[config.mk]
export PLATFORM = sky130hd
export DESIGN_NAME = tds_sensor_frame_parser_top
export DESIGN_NICKNAME = d
export VERILOG_FILES = /design/src/sv/tdsfp_pkg.sv /design/src/sv/tdsfp_assembler.sv /design/src/sv/tdsfp_out_q.sv /design/src/sv/tds_sensor_frame_parser_top.sv
export VERILOG_INCLUDE_DIRS = /design/src /design/src/sv
export SDC_FILE = /design/constraint.sdc
export NUM_CORES = 1
export LEC_CHECK = 0
export BUFFER_PORTS_ARGS = -buffer_cell sky130_fd_sc_hd__buf_2
export CAP_MARGIN = 30
export CORE_UTILIZATION = 45
export CTS_BUF_LIST = sky130_fd_sc_hd__clkbuf_2
export DETAILED_ROUTE_END_ITERATION = 16
export GPL_TIMING_DRIVEN = 0
export PLACE_DENSITY = 0.65
export SYNTH_ARGS = -nofsm -noshare
export SYNTH_HDL_FRONTEND = slang
export SYNTH_SLANG_ARGS = --single-unit
[constraint.sdc]
create_clock -name clk -period 6.4 [get_ports clk]
set_clock_uncertainty 0.2 [all_clocks]
set_input_delay 0.96 -clock clk [delete_from_list [all_inputs] [get_ports clk]]
set_output_delay 0.96 -clock clk [all_outputs]
set_load 0.01 [all_outputs]
[src/sv/assert_macros.svh]
// Concurrent assertion helpers shared by the RTL modules.
`ifndef ASSERT_MACROS_SVH
`define ASSERT_MACROS_SVH

// prop must hold at every clock edge outside reset
`define ASSERT_CLK(lbl, clk, rst_n, prop) \
  lbl: assert property (@(posedge clk) disable iff (!rst_n) (prop)) \
    else $error("assertion failed");

// cond must never be true outside reset
`define ASSERT_NEVER(lbl, clk, rst_n, cond) \
  lbl: assert property (@(posedge clk) disable iff (!rst_n) !(cond)) \
    else $error("forbidden condition seen");

`endif

[src/sv/tdsfp_pkg.sv]
`timescale 1ns / 1ps

package tdsfp_pkg;

  typedef logic [3:0] count_t;

  localparam count_t SingleLen = 4'd6;
  localparam count_t DualLen   = 4'd12;
  localparam count_t CountMax  = 4'd15;

  // only bytes 1..10 carry payload words; the checksum bytes are compared on arrival
  localparam int BufFirst = 1;
  localparam int BufLast  = 10;

  // running sum ranges: bytes 0..4 for single frames, 6..10 for dual frames
  localparam count_t SumALast  = 4'd4;
  localparam count_t SumBFirst = 4'd6;
  localparam count_t SumBLast  = 4'd10;

  typedef enum logic [1:0] {
    ST_DUAL   = 2'd0,
    ST_SINGLE = 2'd1,
    ST_CSUM   = 2'd2,
    ST_LEN    = 2'd3
  } status_t;

  typedef struct packed {
    status_t     status;
    logic [15:0] tds_pure;
    logic [15:0] raw_tds;
    logic [15:0] pure_temp_centi;
    logic [15:0] raw_temp_centi;
    logic        pure_changed;
    logic        raw_changed;
  } result_t;

endpackage

[src/sv/tdsfp_assembler.sv]
`timescale 1ns / 1ps

`include "assert_macros.svh"

module tdsfp_assembler
  import tdsfp_pkg::*;
(
  input  logic        clk,
  input  logic        rst_n,
  input  logic        acc,
  input  logic [7:0]  rx_byte,
  input  logic        frame_end,
  output logic        push,
  output result_t     res
);

  logic [7:0]  buf_r [BufFirst:BufLast];
  count_t      cnt_r, cnt_nxt, cnt_inc;
  logic [7:0]  sum_a_r, sum_a_nxt;
  logic [7:0]  sum_b_r, sum_b_nxt;
  logic [15:0] last_pure_r, last_pure_nxt;
  logic [15:0] last_raw_r, last_raw_nxt;
  logic [15:0] w_pure, w_raw, w_temp_a, w_temp_b;

  assign cnt_inc  = (cnt_r == CountMax) ? cnt_r : cnt_r + 4'd1;
  assign w_pure   = {buf_r[1], buf_r[2]};
  assign w_raw    = {buf_r[3], buf_r[4]};
  assign w_temp_a = {buf_r[7], buf_r[8]};
  assign w_temp_b = {buf_r[9], buf_r[10]};
  assign push     = acc && frame_end;

  always_comb begin
    res           = '0;
    res.status    = ST_LEN;
    last_pure_nxt = last_pure_r;
    last_raw_nxt  = last_raw_r;
    // the incoming byte is the checksum byte when the frame ends at a valid length
    if (cnt_inc == DualLen) begin
      if (sum_b_r == rx_byte) begin
        res.status          = ST_DUAL;
        res.tds_pure        = w_pure;
        res.raw_tds         = w_raw;
        res.pure_temp_centi = w_temp_a;
        res.raw_temp_centi  = w_temp_b;
        res.pure_changed    = (w_pure != last_pure_r);
        res.raw_changed     = (w_raw != last_raw_r);
        last_pure_nxt       = w_pure;
        last_raw_nxt        = w_raw;
      end else begin
        res.status = ST_CSUM;
      end
    end else if (cnt_inc == SingleLen) begin
      if (sum_a_r == rx_byte) begin
        res.status          = ST_SINGLE;
        res.tds_pure        = w_pure;
        res.pure_temp_centi = w_raw;
        res.pure_changed    = (w_pure != last_pure_r);
        last_pure_nxt       = w_pure;
      end else begin
        res.status = ST_CSUM;
      end
    end
  end

  always_comb begin
    cnt_nxt   = cnt_r;
    sum_a_nxt = sum_a_r;
    sum_b_nxt = sum_b_r;
    if (acc) begin
      if (frame_end) begin
        cnt_nxt   = '0;
        sum_a_nxt = '0;
        sum_b_nxt = '0;
      end else begin
        cnt_nxt = cnt_inc;
        if (cnt_r <= SumALast) begin
          sum_a_nxt = sum_a_r + rx_byte;
        end
        if (cnt_r >= SumBFirst && cnt_r <= SumBLast) begin
          sum_b_nxt = sum_b_r + rx_byte;
        end
      end
    end
  end

  always_ff @(posedge clk) begin
    if (!rst_n) begin
      cnt_r       <= '0;
      sum_a_r     <= '0;
      sum_b_r     <= '0;
      last_pure_r <= '0;
      last_raw_r  <= '0;
    end else begin
      cnt_r   <= cnt_nxt;
      sum_a_r <= sum_a_nxt;
      sum_b_r <= sum_b_nxt;
      if (push) begin
        last_pure_r <= last_pure_nxt;
        last_raw_r  <= last_raw_nxt;
      end
    end
  end

  always_ff @(posedge clk) begin
    if (acc && cnt_r >= count_t'(BufFirst) && cnt_r <= count_t'(BufLast)) begin
      buf_r[cnt_r] <= rx_byte;
    end
  end

  `ASSERT_CLK(a_cnt_clear, clk, rst_n, push |=> (cnt_r == '0 && sum_a_r == '0))
  `ASSERT_CLK(a_raw_dual_only, clk, rst_n,
              (push && res.status != ST_DUAL) |-> (!res.raw_changed && res.raw_tds == '0))
  `ASSERT_CLK(a_last_hold, clk, rst_n,
              (push && (res.status == ST_CSUM || res.status == ST_LEN)) |=>
              ($stable(last_pure_r) && $stable(last_raw_r)))

endmodule

[src/sv/tdsfp_out_q.sv]
`timescale 1ns / 1ps

`include "assert_macros.svh"

module tdsfp_out_q
  import tdsfp_pkg::*;
(
  input  logic    clk,
  input  logic    rst_n,
  input  logic    push,
  input  result_t push_data,
  output logic    space,
  output logic    out_valid,
  input  logic    out_ready,
  output result_t out_data
);

  localparam int Depth = 2;
  localparam int PtrW  = $clog2(Depth);

  result_t           ent_r [Depth];
  logic [PtrW-1:0]   wr_ptr_r, rd_ptr_r;
  logic [PtrW:0]     cnt_r, cnt_nxt;
  logic              pop;

  assign space     = (cnt_r != (PtrW + 1)'(Depth));
  assign out_valid = (cnt_r != '0);
  assign out_data  = ent_r[rd_ptr_r];
  assign pop       = out_valid && out_ready;

  always_comb begin
    cnt_nxt = cnt_r;
    if (push && !pop) begin
      cnt_nxt = cnt_r + 1'b1;
    end else if (pop && !push) begin
      cnt_nxt = cnt_r - 1'b1;
    end
  end

  always_ff @(posedge clk) begin
    if (!rst_n) begin
      cnt_r    <= '0;
      wr_ptr_r <= '0;
      rd_ptr_r <= '0;
    end else begin
      cnt_r <= cnt_nxt;
      if (push) begin
        wr_ptr_r <= wr_ptr_r + 1'b1;
      end
      if (pop) begin
        rd_ptr_r <= rd_ptr_r + 1'b1;
      end
    end
  end

  always_ff @(posedge clk) begin
    if (push) begin
      ent_r[wr_ptr_r] <= push_data;
    end
  end

  `ASSERT_NEVER(a_overflow, clk, rst_n, push && !space)
  `ASSERT_NEVER(a_cnt_range, clk, rst_n, cnt_r > (PtrW + 1)'(Depth))
  `ASSERT_CLK(a_ptr_track, clk, rst_n,
              (cnt_r == '0 || cnt_r == (PtrW + 1)'(Depth)) |-> (wr_ptr_r == rd_ptr_r))

endmodule

[src/sv/tds_sensor_frame_parser_top.sv]
`timescale 1ns / 1ps

// Channel  | Dir | Handshake             | Payload
// in_      | in  | in_valid / in_ready   | rx_byte[7:0], frame_end
// out_     | out | out_valid / out_ready | status, tds, temps, change flags
//
// One byte per cycle while in_ready is high; a frame result is written into the result queue
// on its last byte and reaches out_ behind any results still queued. Frame state is a byte
// counter, two running checksums and the payload byte registers. Reset (rst_n low,
// synchronous) clears the counter, sums, last values and result queue. A two-entry result
// queue lets bytes keep flowing while out_ready is low; in_ready drops only when both entries hold untaken results.

module tds_sensor_frame_parser_top
  import tdsfp_pkg::*;
(
  input  logic        clk,
  input  logic        rst_n,
  input  logic        in_valid,
  output logic        in_ready,
  input  logic [7:0]  in_rx_byte,
  input  logic        in_frame_end,
  output logic        out_valid,
  input  logic        out_ready,
  output logic [1:0]  out_status,
  output logic [15:0] out_tds_pure,
  output logic [15:0] out_raw_tds,
  output logic [15:0] out_pure_temp_centi,
  output logic [15:0] out_raw_temp_centi,
  output logic        out_pure_changed,
  output logic        out_raw_changed
);

  logic    acc;
  logic    push;
  result_t res;
  result_t out_data;

  assign acc = in_valid && in_ready;

  tdsfp_assembler u_asm (
    .clk       (clk),
    .rst_n     (rst_n),
    .acc       (acc),
    .rx_byte   (in_rx_byte),
    .frame_end (in_frame_end),
    .push      (push),
    .res       (res)
  );

  tdsfp_out_q u_outq (
    .clk       (clk),
    .rst_n     (rst_n),
    .push      (push),
    .push_data (res),
    .space     (in_ready),
    .out_valid (out_valid),
    .out_ready (out_ready),
    .out_data  (out_data)
  );

  assign out_status          = out_data.status;
  assign out_tds_pure        = out_data.tds_pure;
  assign out_raw_tds         = out_data.raw_tds;
  assign out_pure_temp_centi = out_data.pure_temp_centi;
  assign out_raw_temp_centi  = out_data.raw_temp_centi;
  assign out_pure_changed    = out_data.pure_changed;
  assign out_raw_changed     = out_data.raw_changed;

endmodule
# [After elaboration in Yosys (flattened, before gate mapping)]
# Memory sizes are Yosys's and may differ from the RTL's. A register that Yosys moved wholly into a read port is not among the register bits.
# Cells that the tools add are included.
# Widths: inputs -> output; s select.
[totals] output_inout_bits=70 inputBits=13 mem_bits_rw=216 regBits=56 memories=2
[mem_list] name="u_outq.ent_r" words=2 word_bits=68 read_ports=1 rd_clocked_by_memory_dff=1 wr=1 line_no="tdsfp_out_q.sv:21" source="result_t ent_r [Depth];"
[mem_list] name="u_asm.buf_r" words=10 word_bits=8 read_ports=8 rd_clocked_by_memory_dff=0 wr=1 line_no="tdsfp_assembler.sv:17" source="logic [7:0] buf_r [BufFirst:BufLast];"
[classes] n_lt_le_gt_ge=4 eq_ne=9 n_addsub=7 n_mux=33 n_reduce_logical=20
[op_table] op="$mux 16" n=10
[op_table] op="$mux 66" n=1
[op_table] op="$mux 18" n=2
[op_table] op="$mux 8" n=4
[op_table] op="$ne 16x16->1" n=2
[op_table] op="$add 8x8->8" n=2
[op_table] op="$eq 8x8->1" n=2
[op_table] op="$reduce_bool 2->1" n=6
[op_table] op="$mux 1" n=10
[op_table] op="$eq 4x4->1 const B" n=2
[op_table] op="$logic_and 1x1->1" n=8
[op_table] op="$mux 2" n=4
[op_table] op="$mux 4" n=2
[op_table] op="$add 4x1->4 const B" n=1
[op_table] op="$eq 4x3->1 const B" n=1
[op_table] op="$ge 4x1->1 const B" n=1
[op_table] op="$ge 4x3->1 const B" n=1
[op_table] op="$le 4x3->1 const B" n=1
[op_table] op="$le 4x4->1 const B" n=1
[op_table] op="$ne 2x2->1 const B" n=2
[op_table] op="$reduce_and 2->1" n=2
[op_table] op="$reduce_and 4->1" n=1
[op_table] op="$reduce_and 3->1" n=1
[op_table] op="$add 1x1->1 const B" n=2
[op_table] op="3 further kinds" n=4

# [Longest topological paths before layout]
[logic_depth] ltp_word=7 mapped_depth=11 ltp_nobuf=9

# [Hierarchy]
# Synthesis repeated with hierarchy kept, for this count alone.
[hier_totals] hier_cells=737 area_unflattened_um2=10866.7
[modules_own_cells] module="tdsfp_assembler" seq_area_each_um2=2962.8 n_inst=1 cells_per_inst=502 area_per_inst_um2=5656.7
[modules_own_cells] module="tdsfp_out_q" seq_area_each_um2=4184.0 n_inst=1 cells_per_inst=234 area_per_inst_um2=5203.7
[modules_own_cells] module="tds_sensor_frame_parser_top" seq_area_each_um2=0.0 n_inst=1 cells_per_inst=1 area_per_inst_um2=6.3

# [Least setup slack after synthesis]
# Ideal clock, no wire load.
[synth_timing] path_kind="input-to-reg" start="in in_valid" end="mem u_outq.ent_r[0][0] (netlist bit), enable pin" cell_stages=5 setup_time_ps=496 path_slack_ps=1169 required_ps=5704 arrival_time_ps=4535 n_path_buf=2 path_cell_list="and2_1 -> clkbuf_1 -> nand2_1 -> clkbuf_1 -> nor2_1"
[synth_between] elab_chain_cells=4
[synth_lines] item="start, declared" line_no="tds_sensor_frame_parser_top.sv:18" source="input logic in_valid,"
[synth_lines] item="$logic_and 1x1->1" line_no="tds_sensor_frame_parser_top.sv:38" source="assign acc = in_valid && in_ready;"
[synth_lines] item="$logic_and 1x1->1" line_no="tdsfp_assembler.sv:30" source="assign push = acc && frame_end;"
[synth_lines] item="$mux 1" line_no="tdsfp_out_q.sv:57" source="if (push) begin"
[synth_lines] item="$mux 1 (not written as such)" line_no="tdsfp_out_q.sv:58" source="ent_r[wr_ptr_r] <= push_data;"
[synth_lines] item="end, declared" line_no="tdsfp_out_q.sv:21"
# No other way between the ends.

==> results by stage <==
Outcome:
- The run finished with clean final reports.

Die:
- In this run the standard cell core region covers 23500 um2.
- The initial cell density of the core is 46.1%.
- The die boundary width is 157 um.
- Pin placement for this block handled 83 I/O pins.
- The floorplan has 56 rows.
- The area enclosed by the die boundary is 24800 um2.
- The die is 157 um tall.

Final layout:
- The final net count is 946.
- From synthesis to final layout, the design area changed by 14.7%.
- In the final layout, the share of cells above drive strength 1 is 30.3%.
- The post-route core utilization is 52.9%.
- The final design instance area without fill is 12500 um2.

Route:
- The first TritonRoute pass finished after 4 iterations.
- The via count is 6583.
- The detail-routed via count per cell is 5.12.
- In the final routed layout, each cell accounts on average for 17.6 um.
- The iteration-0 DRC count of the detailed router is 450.
- The count of nets left with antenna violations after detail routing is 0.
- For this block, the routed nets add up to 22.6 mm of wire.
- The final routed DRC violation total is 0.

CTS:
- Clock-pin slew was measured on the worst setup and hold paths at 0.11 ns.
- The hold buffer count at cts is 0.
- The number of instances resized during post-cts repair is 0.
- The insertion delay of the later-clocked pin in the worst-skew pair is 0.80 ns.
- Counting the buffers created by CTS gives 66.
- The count of H-tree levels built during CTS is 3.
- The number of clock sinks seen by CTS is 257.
- TritonCTS built the clock tree.
- The post-CTS setup-driven buffer insertion count is 0.
- In this run the deepest clock path goes through 3 buffers.
- The root buffer selected by CTS is sky130_fd_sc_hd__clkbuf_2.

Timing:
- Setup repair after global routing left no endpoint under its margin.
- The final number of setup-violating endpoints is 0.
- The actual transition at the worst max-transition pin is 0.773 ns.
- The count of final hold-check violations is 0.
- The final period utilization is 68.1%.
- The worst path in the final design needs a cycle of 4.36 ns, including I/O delays and setup.
- After routing, the total negative slack on setup checks comes to 0 ns.
- The normalized max-slew margin is 48.0%.
- The max-slew violation total from the final report is 0.
- The achievable clock frequency is 229 MHz.

Worst setup path:
- The worst setup path is captured at a primary output.
- The worst endpoint required time is 5.24 ns.
- Of all nets on the critical path, the largest fanout is 10.
- STA puts the critical path data arrival time at 3.20 ns.
- The setup check on the worst reg-to-reg path leaves a slack of 2.87 ns.
- The worst setup path is launched from a flop.
- The launch point of the worst reg-to-reg path is u_outq.cnt_r[0].
- The endpoint of the lowest-slack register-to-register path is u_outq.ent_r[1][47].
- The path type of the worst setup path is reg2out.
- The cell depth of the worst flop-to-flop path is 9.

Synth:
- The sequential share of the synthesized area is 65.8%.
- During synthesis, Yosys emitted a total of 0 warnings.
- After synthesis, the cell types taking the most area are sky130_fd_sc_hd__edfxtp_1, sky130_fd_sc_hd__dfxtp_1, sky130_fd_sc_hd__mux2_2.
- The commonest cells after synthesis are sky130_fd_sc_hd__edfxtp_1, sky130_fd_sc_hd__mux2_2, sky130_fd_sc_hd__and2_1.
- The number of register bits inferred by synthesis is 257.
- The synthesized netlist contains 55 unique library cells.
- The mapped netlist covers 10900 um2.
- Counting every net in the synthesized netlist gives 791.
- Dividing the synthesized area by the synthesized cell count gives 14.4 um2.
- The most instantiated flip-flop cell in the synthesis netlist is sky130_fd_sc_hd__edfxtp_1.
- The fraction of registers with async set/reset is 0%.
- Synthesis produced a netlist whose cell count is 756.
- The most numerous cell in the Yosys netlist is sky130_fd_sc_hd__edfxtp_1.
- The most area-hungry cell type in the Yosys netlist is sky130_fd_sc_hd__edfxtp_1.
- The number of enable flip-flop cells after synthesis is 200.
- The top cell type by area accounts for 55.3% of the synthesized area.

Job:
- Max-cap violations in this run came to 0.

GRT:
- The number of global-route vias before repair is 6528.
- The overflow left after global routing is 0.
- Global routing used 19.0% of the available tracks.
- The number of antenna violations at the first check in global routing was 2.
- The first-pass GRT wire length is 35.1 mm.
- The pin count of the biggest net entering global routing is 48.

Placement:
- The number of buffer cells added on primary ports is 80.
- Summing all placed instances gives a cell area of 11800 um2.
- The HPWL reported at the end of detailed placement is 14.6 mm.
- Routability-driven placement finished with a final weighted congestion of 0.804.

Hold path:
- The path category of the worst min-delay check is reg2reg.
- Counting instances, the worst hold path has a depth of 2.
- The end point of the most critical hold path is u_asm.sum_b_r[6].
- The source of the worst hold timing path is u_asm.sum_b_r[6].

Power and ir drop:
- The design draws 3770 uW.
- For this design the static power due to leakage is 0.00460 uW.
- The worst IR drop on VDD is 0.133 mV.
- The ratio of total power to cell area is 303 nW/um2.
-- per-layer routing --
metal / vias to the layer above / global-route usage [%] / wire (um)
li1: 3164 / - / -
met1: 3212 / 24.7 / 10400
met2: 174 / 31.0 / 10800
met3: 33 / 4.74 / 1220
met4: 0 / 6.20 / 281
met5: - / 0 / 0
-- how the worst max path moves through the flow --
stage	slack, ns	startpoint	to
floorplan	1.17	in_valid	u_outq.ent_r[0][0]
global placement	-1.11	in_valid	u_outq.ent_r[0][45]
detailed placement	2.32	in_rx_byte[1]	u_outq.ent_r[1][1]
CTS	1.89	flop	out_raw_tds[14]
global route	1.73	flop	out_raw_tds[14]
finish	2.04	flop	out_raw_tds[15]
-- stage by stage --
| step | instances | hold WS (ns) | setup WS [ns] |
|---|---|---|---|
| after global routing | 1285 | 0.293 | 1.73 |
| after CTS | 1283 | 0.263 | 1.89 |
| after detailed placement | 1162 | 0.251 | 2.32 |
| after global placement | 1155 | 0.247 | -1.11 |
| final | 1285 | 0.265 | 2.04 |
| after floorplan | 756 | 0.234 | 1.17 |
-- power breakdown --
group          total [uW]  switching (uW)  internal (uW)
Clock                1210             650            563
Combinational         659             365            294
Sequential           1900            27.4           1870
-- layout make-up --
type	count	area (um2)
Fill cell	2107	11100
Sequential cell	257	7150
Multi-Input combinational cell	454	3520
Clock buffer	108	541
Timing Repair Buffer	87	490
Tap cell	319	399
Buffer	36	171
Clock inverter	13	140
Inverter	9	36.3
Antenna cell	2	5.00
-- state kept, by name (all words and copies together) (netlist names), named ones only --
signal / cells
u_outq.ent_r: 136
u_asm.buf_r: 64
u_asm.last_pure_r: 16
u_asm.last_raw_r: 16
u_asm.sum_a_r: 8
u_asm.sum_b_r: 8
u_asm.cnt_r: 4
u_outq.cnt_r: 2
u_outq.rd_ptr_r: 1
u_outq.wr_ptr_r: 1
-- placed cells by master, fill, tap and decap left out, types with 11 or more instances in the layout --
cell and instances:
sky130_fd_sc_hd__clkbuf_1 20, sky130_fd_sc_hd__mux2i_1 16, sky130_fd_sc_hd__a21oi_1 13, sky130_fd_sc_hd__nand2_1 24, sky130_fd_sc_hd__a22o_1 16, sky130_fd_sc_hd__xor2_1 13, sky130_fd_sc_hd__buf_2 86, sky130_fd_sc_hd__a22oi_1 13
sky130_fd_sc_hd__ha_1 20, sky130_fd_sc_hd__a21boi_1 14, sky130_fd_sc_hd__dfxtp_1 57, sky130_fd_sc_hd__nand3_1 25, sky130_fd_sc_hd__o21ai_1 11, sky130_fd_sc_hd__edfxtp_1 200, sky130_fd_sc_hd__and2_1 57, sky130_fd_sc_hd__clkbuf_2 110
sky130_fd_sc_hd__nor2b_1 38, sky130_fd_sc_hd__nor2_1 15, sky130_fd_sc_hd__mux2_2 68, sky130_fd_sc_hd__xnor2_1 32, sky130_fd_sc_hd__o21ai_0 17
-- worst max-delay path, stage by stage (launching register included) --
cell and delay, ns:
sky130_fd_sc_hd__dfxtp_1 0.32, sky130_fd_sc_hd__clkbuf_1 0.36, sky130_fd_sc_hd__buf_1 0.52, sky130_fd_sc_hd__buf_1 0.61
sky130_fd_sc_hd__mux2_2 0.44, sky130_fd_sc_hd__buf_2 0.15
-- cells by family after synthesis --
| logic type | Yosys count | synth area share, % |
|---|---|---|
| multiplexers | 84 | 8.52 |
| adder cells (fa/ha/maj) | 22 | 2.67 |
| AO/OA/AOI/OAI | 108 | 7.13 |
| XOR/XNOR | 45 | 3.63 |
| AND/OR/NAND/NOR | 195 | 10.3 |
| buffers and inverters | 45 | 1.91 |
| flip-flops | 257 | 65.8 |
Note: power is estimated with default switching activity, not from simulation.
